[src/rtl/satq_pkg.sv]
// Shared types and constants for the sorted alarm timer queue.
// Used by the queue cell and the top level; depends on nothing else.
`timescale 1ns / 1ps

package satq_pkg;

	localparam int DEPTH_DEFAULT = 16;

	localparam int TIME_W  = 32;
	localparam int DELAY_W = 16;
	localparam int TAG_W   = 16;

	localparam logic [TIME_W-1:0] TIME_MAX = '1;

	// Input item selector carried on tuser.
	localparam logic FUNC_INSERT = 1'b0;
	localparam logic FUNC_TICK   = 1'b1;

	// Result kind carried on tuser.
	localparam logic KIND_FIRED  = 1'b0;
	localparam logic KIND_REJECT = 1'b1;

	typedef struct packed {
		logic              valid;
		logic [TIME_W-1:0] deadline;
		logic [TAG_W-1:0]  tag;
	} entry_t;

	// Command broadcast to every cell of the row at once.
	typedef struct packed {
		logic              ins;
		logic              pop;
		logic [TIME_W-1:0] due;
		logic [TAG_W-1:0]  tag;
	} cmd_t;

endpackage

[src/rtl/satq_cell.sv]
// One cell of the sorted row: holds a single deadline and tag.
// Depends on satq_pkg for the entry and command types.
`timescale 1ns / 1ps

module satq_cell (
	input  logic            clk,
	input  logic            arst_n,
	input  satq_pkg::cmd_t  cmd,
	input  logic            left_keep,
	input  satq_pkg::entry_t left_ent,
	input  satq_pkg::entry_t right_ent,
	output satq_pkg::entry_t ent,
	output logic            keep
);

	satq_pkg::entry_t ent_q;
	satq_pkg::entry_t ent_d;
	logic             load;

	// An entry stays put on insert when it is due no later than the new one,
	// so equal deadlines remain first in, first out.
	assign keep = ent_q.valid && (ent_q.deadline <= cmd.due);

	always_comb begin
		ent_d = ent_q;
		load  = 1'b0;
		if (cmd.ins && !keep) begin
			load = 1'b1;
			if (left_keep) begin
				ent_d.valid    = 1'b1;
				ent_d.deadline = cmd.due;
				ent_d.tag      = cmd.tag;
			end else begin
				ent_d = left_ent;
			end
		end else if (cmd.pop) begin
			load  = 1'b1;
			ent_d = right_ent;
		end
	end

	always_ff @(posedge clk or negedge arst_n) begin
		if (!arst_n) begin
			ent_q <= '0;
		end else if (load) begin
			ent_q <= ent_d;
		end
	end

	assign ent = ent_q;

endmodule

[src/rtl/sorted_alarm_timer_queue_top.sv]
// Top level of the sorted alarm timer queue: time counter, control and output register.
// Depends on satq_pkg and instantiates a row of satq_cell.
`timescale 1ns / 1ps

// Alarms are held in a row of DEPTH cells kept in deadline order, head first. On an insert item
// (tuser 0) every cell compares its deadline with the new one and either holds, takes the new
// alarm or takes its left neighbour, so the row stays sorted; a full row instead returns one
// rejected result. A tick item (tuser 1) advances the saturating time counter and then fires the
// due alarms from the head, one per cycle while the output is not stalled, as the row shifts left,
// the final one marked with tlast. No new item is taken until the tick has fired all due alarms,
// and a stalled output holds it longer.

module sorted_alarm_timer_queue_top #(
	parameter int DEPTH = satq_pkg::DEPTH_DEFAULT
) (
	input  logic        clk,
	input  logic        arst_n,
	input  logic        s_tvalid,
	output logic        s_tready,
	input  logic [31:0] s_tdata,   // delay [15:0], tag [31:16]
	input  logic        s_tuser,   // func
	output logic        m_tvalid,
	input  logic        m_tready,
	output logic [47:0] m_tdata,   // alarm_tag [15:0], due_time [47:16]
	output logic        m_tuser,   // kind
	output logic        m_tlast
);

	localparam logic ST_IDLE  = 1'b0;
	localparam logic ST_DRAIN = 1'b1;

	logic                          state_q;
	logic [satq_pkg::TIME_W-1:0]   time_q;
	logic                          m_valid_q;
	logic [47:0]                   m_data_q;
	logic                          m_user_q;
	logic                          m_last_q;

	satq_pkg::entry_t ents [DEPTH];
	logic             keeps[DEPTH];
	satq_pkg::cmd_t   cmd;

	logic [satq_pkg::DELAY_W-1:0]  in_delay;
	logic [satq_pkg::TAG_W-1:0]    in_tag;
	logic [satq_pkg::TIME_W:0]     sum;
	logic [satq_pkg::TIME_W-1:0]   due;
	logic                          out_free;
	logic                          accept;
	logic                          full;
	logic                          head_due;
	logic                          next_due;
	logic                          do_pop;
	logic                          do_reject;

	assign in_delay = s_tdata[15:0];
	assign in_tag   = s_tdata[31:16];

	assign sum = {1'b0, time_q} + {{(satq_pkg::TIME_W + 1 - satq_pkg::DELAY_W){1'b0}}, in_delay};
	assign due = sum[satq_pkg::TIME_W] ? satq_pkg::TIME_MAX : sum[satq_pkg::TIME_W-1:0];

	assign out_free = !m_valid_q || m_tready;
	assign s_tready = (state_q == ST_IDLE) && out_free;
	assign accept   = s_tvalid && s_tready;
	assign full     = ents[DEPTH-1].valid;

	assign head_due = ents[0].valid && (ents[0].deadline <= time_q);
	assign next_due = ents[1].valid && (ents[1].deadline <= time_q);
	assign do_pop   = (state_q == ST_DRAIN) && head_due && out_free;
	assign do_reject = accept && (s_tuser == satq_pkg::FUNC_INSERT) && full;

	always_comb begin
		cmd.ins = accept && (s_tuser == satq_pkg::FUNC_INSERT) && !full;
		cmd.pop = do_pop;
		cmd.due = due;
		cmd.tag = in_tag;
	end

	for (genvar i = 0; i < DEPTH; i++) begin : g_cell
		satq_pkg::entry_t left_ent;
		satq_pkg::entry_t right_ent;
		logic             left_keep;

		if (i == 0) begin : g_head
			assign left_ent  = '0;
			assign left_keep = 1'b1;
		end else begin : g_body
			assign left_ent  = ents[i-1];
			assign left_keep = keeps[i-1];
		end

		if (i == DEPTH - 1) begin : g_tail
			assign right_ent = '0;
		end else begin : g_inner
			assign right_ent = ents[i+1];
		end

		satq_cell u_cell (
			.clk       (clk),
			.arst_n    (arst_n),
			.cmd       (cmd),
			.left_keep (left_keep),
			.left_ent  (left_ent),
			.right_ent (right_ent),
			.ent       (ents[i]),
			.keep      (keeps[i])
		);
	end

	always_ff @(posedge clk or negedge arst_n) begin
		if (!arst_n) begin
			state_q   <= ST_IDLE;
			time_q    <= '0;
			m_valid_q <= 1'b0;
		end else begin
			if (do_pop || do_reject) begin
				m_valid_q <= 1'b1;
			end else if (m_tready) begin
				m_valid_q <= 1'b0;
			end

			unique case (state_q)
				ST_IDLE: begin
					if (accept && (s_tuser == satq_pkg::FUNC_TICK)) begin
						if (time_q != satq_pkg::TIME_MAX) begin
							time_q <= time_q + 1'b1;
						end
						state_q <= ST_DRAIN;
					end
				end
				ST_DRAIN: begin
					// Leave once nothing is due, or after the final due alarm has gone out.
					if (!head_due || (do_pop && !next_due)) begin
						state_q <= ST_IDLE;
					end
				end
				default: begin
					state_q <= ST_IDLE;
				end
			endcase
		end
	end

	always_ff @(posedge clk) begin
		if (do_reject) begin
			m_data_q <= {due, in_tag};
			m_user_q <= satq_pkg::KIND_REJECT;
			m_last_q <= 1'b1;
		end else if (do_pop) begin
			m_data_q <= {ents[0].deadline, ents[0].tag};
			m_user_q <= satq_pkg::KIND_FIRED;
			m_last_q <= !next_due;
		end
	end

	assign m_tvalid = m_valid_q;
	assign m_tdata  = m_data_q;
	assign m_tuser  = m_user_q;
	assign m_tlast  = m_last_q;

endmodule

[config.mk]
export PLATFORM = sky130hd
export DESIGN_NAME = sorted_alarm_timer_queue_top
export DESIGN_NICKNAME = d
export VERILOG_FILES = /design/src/rtl/satq_pkg.sv /design/src/rtl/satq_cell.sv /design/src/rtl/sorted_alarm_timer_queue_top.sv
export SDC_FILE = /design/constraint.sdc
export NUM_CORES = 2
export LEC_CHECK = 0
export BUFFER_PORTS_ARGS = -buffer_cell sky130_fd_sc_hd__buf_4
export CAP_MARGIN = 20
export CORE_AREA = 2 2 370 372
export CTS_CLUSTER_DIAMETER = 120
export DETAILED_ROUTE_END_ITERATION = 12
export DIE_AREA = 0 0 372 374
export PLACE_DENSITY = 0.61
export SLEW_MARGIN = 5
export SYNTH_ARGS = -nofsm -noshare
export SYNTH_HDL_FRONTEND = slang
export SYNTH_SLANG_ARGS = --single-unit
export TNS_END_PERCENT = 50
[constraint.sdc]
create_clock -name clk -period 10.7 [get_ports clk]
set_clock_uncertainty 0.1 [all_clocks]
set_input_delay 1.07 -clock clk [delete_from_list [all_inputs] [get_ports clk]]
set_output_delay 1.07 -clock clk [all_outputs]
set_load 0.03 [all_outputs]
==> flow_summary.yaml <==
outcome:
  status: "finished, final reports clean"
finish:
  drive_above_1_share_pct: 11.2
  register_area_mm2: 0.0220
  antennaDiodeCount: 0
  syn2layout_area_growth_pct: 9.22
  fillCellCount: 12600
  nNetsFinal: 6866
  multi_input_area_mm2: 0.0362
critical_path:
  crit_required_ns: 11.22
  crit_family: "simple AND/OR/NAND/NOR gates"
  crit_arrival_ns: 9.76
  slowest_stage: "inv_1"
  start_kind: "register"
  critPathMaxFanout: 41
  cp.depth: 21
  crit_chain: "ha_1, fa_1, a211oi_4, nor4_4, o31ai_4, nand2_1, nand2_2, buf_4, nand2_1, inv_1, ha_1, nand4_1, or4_1, or4_1, o221ai_1, a2111oi_2, a21oi_1, and3_4, nor2_1, buf_6, a221o_1"
  reg2reg_to: "g_cell[10].u_cell.ent[13]$_DFFE_PN0P_"
  reg2reg_slack_ns: 1.46
  reg2reg_from: "time_q[0]$_DFFE_PN0P_"
  crit_type: "register to register"
  r2r_cells: 21
  crit_buf_inv: 3
  end_kind: "register"
  slowest_delay_ns: 0.73
synth:
  synth_top_family_by_area: "multiplexers"
  yosysWarnings: 0
  async_flop_share_pct: 94.2
  synth_top_area_share_pct: 33.8
  syn-cell-area_mm2: 0.0605
  ys_seq_elements: 868
  synth-compound-area-share_pct: 16.2
  synth_ff_type: "dfrtp_1"
  synth_area_leader_cell: "dfrtp_1"
  synth-edff-count: 48
  yosys.area_share.simple_pct: 13.6
  synth_area_per_cell_um2: 9.42
  synth_cells: 6425
  synthTopCellsByArea: "dfrtp_1 34%, mux2i_1 13%, ha_1 11%, nand2_1 4.8%, mux2_2 4.4%"
  synthXorXnorAreaFrac_pct: 0.825
  synth.net_count: 7008
  synth_common_cells: "818 x dfrtp_1, 786 x mux2i_1, 777 x nand2_1, 545 x ha_1, 450 x a21oi_1"
  yosys-mux-area-fraction_pct: 17.4
  synth.most_common_cell: "dfrtp_1"
  synth-seq-area-share_pct: 36.3
  synth-adder-area-share_pct: 11.4
  yosysUniqueCellTypes: 101
global_route:
  grt_max_degree: 171
  grt-ovfl-total: 0
  antenna_found_initial: 4
  grt_use_total_pct: 26.6
  grt_first_pass_wirelength_mm: 295
  grt_pass1_vias: 50000
timing:
  setup_violations: 0
  hold_viol_final: 0
  fin_ws_ns: 1.46
  min_period_ns: 9.24
  fin_tns_setup_ns: 0
  max_freq_mhz: 108
  worstMarginPinSlew_ns: 1.12
  min_period_over_period_pct: 86.4
  slew_violations: 0
  relSlewSlack_pct: 25.3
  rsz0062_at_grt: "no"
place:
  io_buffers: 88
  hpwl_mm: 133
  gp_congestion: 0.957
  dp_slack_ns: 1.05
detailed_routing:
  vias: 50000
  drt_wl_total_mm: 188
  via_per_inst: 6.13
  drt_iter0_markers: 4406
  ant_nets: 0
  firstDrtPassIters: 8
  drc: 0
  wire_per_inst_um: 23.1
clock_network:
  cts_buffers: 99
  cts.repair.resized: 0
  ctsHtreeMaxLevel: 3
  postCtsSetupBuffers: 0
  clk_pin_slew_ns: 0.06
  cts_tree: "done"
  clock_latency_ns: 0.75
  cts_num_sinks: 868
  ctsHoldBuffers: 0
  clock-root-buffer: "clkbuf_16"
  cts_buffer_depth: 3
floorplanning:
  pin_count: 89
  core.rowCount: 135
  core-area_mm2: 0.135
  initial_core_util_pct: 44.8
  die_h_um: 374
  die-area_mm2: 0.139
  fp.dieW_um: 372
pwr:
  ir_drop_v: 0.000212
  powerDensity_mw_per_mm2: 328
  leakagePower_nw: 31.0
hold_path:
  hold_class: "primary input to asynchronous set/reset pin"
flow_run:
  maxCapViolations: 0
==> flip-flops by register name (all words and copies together) (netlist names) <==
name,cells
m_tvalid,1
m_tdata,48
time_q,32
m_tlast,1
g_cell.u_cell.ent,784
state_q,1
m_tuser,1
==> logic make-up after synthesis <==
logic type / after synthesis
flip-flops: 868
multiplexers: 1021
XOR/XNOR: 57
buffers and inverters: 603
AND/OR/NAND/NOR: 1774
adder cells (fa/ha/maj): 550
AO/OA/AOI/OAI: 1552
==> layout make-up <==
class | instances | share of cell area (%)
Multi-Input combinational cell | 4954 | 54.8
Timing Repair Buffer | 224 | 2.79
Clock inverter | 49 | 0.818
Inverter | 136 | 0.772
Sequential cell | 868 | 33.2
Clock buffer | 134 | 4.27
Tap cell | 1781 | 3.37
==> cells in the final DEF, fill, tap and decap left out, types with 16 or more instances in the layout <==
master     Yosys  final
nand4_1      105    105
o211ai_1      52     52
mux2_2       234    234
a221oi_1      16     16
xnor2_1       49     49
and3_1        39     38
inv_1        131    131
o21ai_1       54     53
ha_1         545    545
clkbuf_8       0     19
o221a_2       22     22
a21oi_1      450    450
a221o_1       24     24
o21ai_0      310    309
nand2_1      777    769
a31oi_1      178    174
nor2_1       293    293
and4_1        23     23
clkinv_2       0     24
and2_1       182    178
dfrtp_1      818    818
a211oi_1     243    243
nor4_1        16     16
mux2i_1      786    786
edfxtp_1      48     48
nor2b_1       30     30
buf_4         28    210
a21o_1        60     60
nor3_1        42     41
nand3_1      207    205
clkbuf_16      0    100
==> power by group <==
group / switching, mW / internal [mW] / total, mW
Clock: 1.54 / 2.07 / 3.61
Combinational: 6.52 / 4.97 / 11.5
Sequential: 1.72 / 4.89 / 6.61
==> stage by stage <==
stage                     std cells  power, mW  area, um^2  hold WS [ns]  utilization, %
final                          8146       21.7       66100         0.281            49.0
after detailed placement       7962       18.0       62700         0.337            46.5
after global placement         7962       17.7       62700         0.334            46.5
after CTS                      8145       21.7       66100         0.326            49.0
after floorplan                6425       14.7       60500         0.363               -
after global routing           8146       23.4       66100         0.360            49.0
==> worst max-delay path by stage <==
stage / slack [ns] / endpoint / startpoint
floorplan: 3.88 / g_cell[10].u_cell.ent[10]$_DFFE_PN0P_ / s_tdata[0]
global placement: 1.08 / g_cell[10].u_cell.ent[9]$_DFFE_PN0P_ / s_tdata[0]
detailed placement: 1.05 / g_cell[10].u_cell.ent[13]$_DFFE_PN0P_ / s_tdata[0]
CTS: 1.67 / g_cell[10].u_cell.ent[13]$_DFFE_PN0P_ / time_q[0]$_DFFE_PN0P_
global route: 1.17 / g_cell[10].u_cell.ent[13]$_DFFE_PN0P_ / time_q[0]$_DFFE_PN0P_
finish: 1.46 / g_cell[10].u_cell.ent[13]$_DFFE_PN0P_ / time_q[0]$_DFFE_PN0P_
==> routing by layer <==
layer / share of wire [%] / up-vias / track usage [%] / routed length, um
li1: - / 23400 / - / -
met1: 45 / 24900 / 36.3 / 83800
met2: 47 / 1302 / 43.5 / 88800
met3: 5.0 / 333 / 3.81 / 9390
met4: 3.3 / 4 / 8.29 / 6150
met5: 0.015 / - / 0 / 29
(Power assumes the default switching activity.)
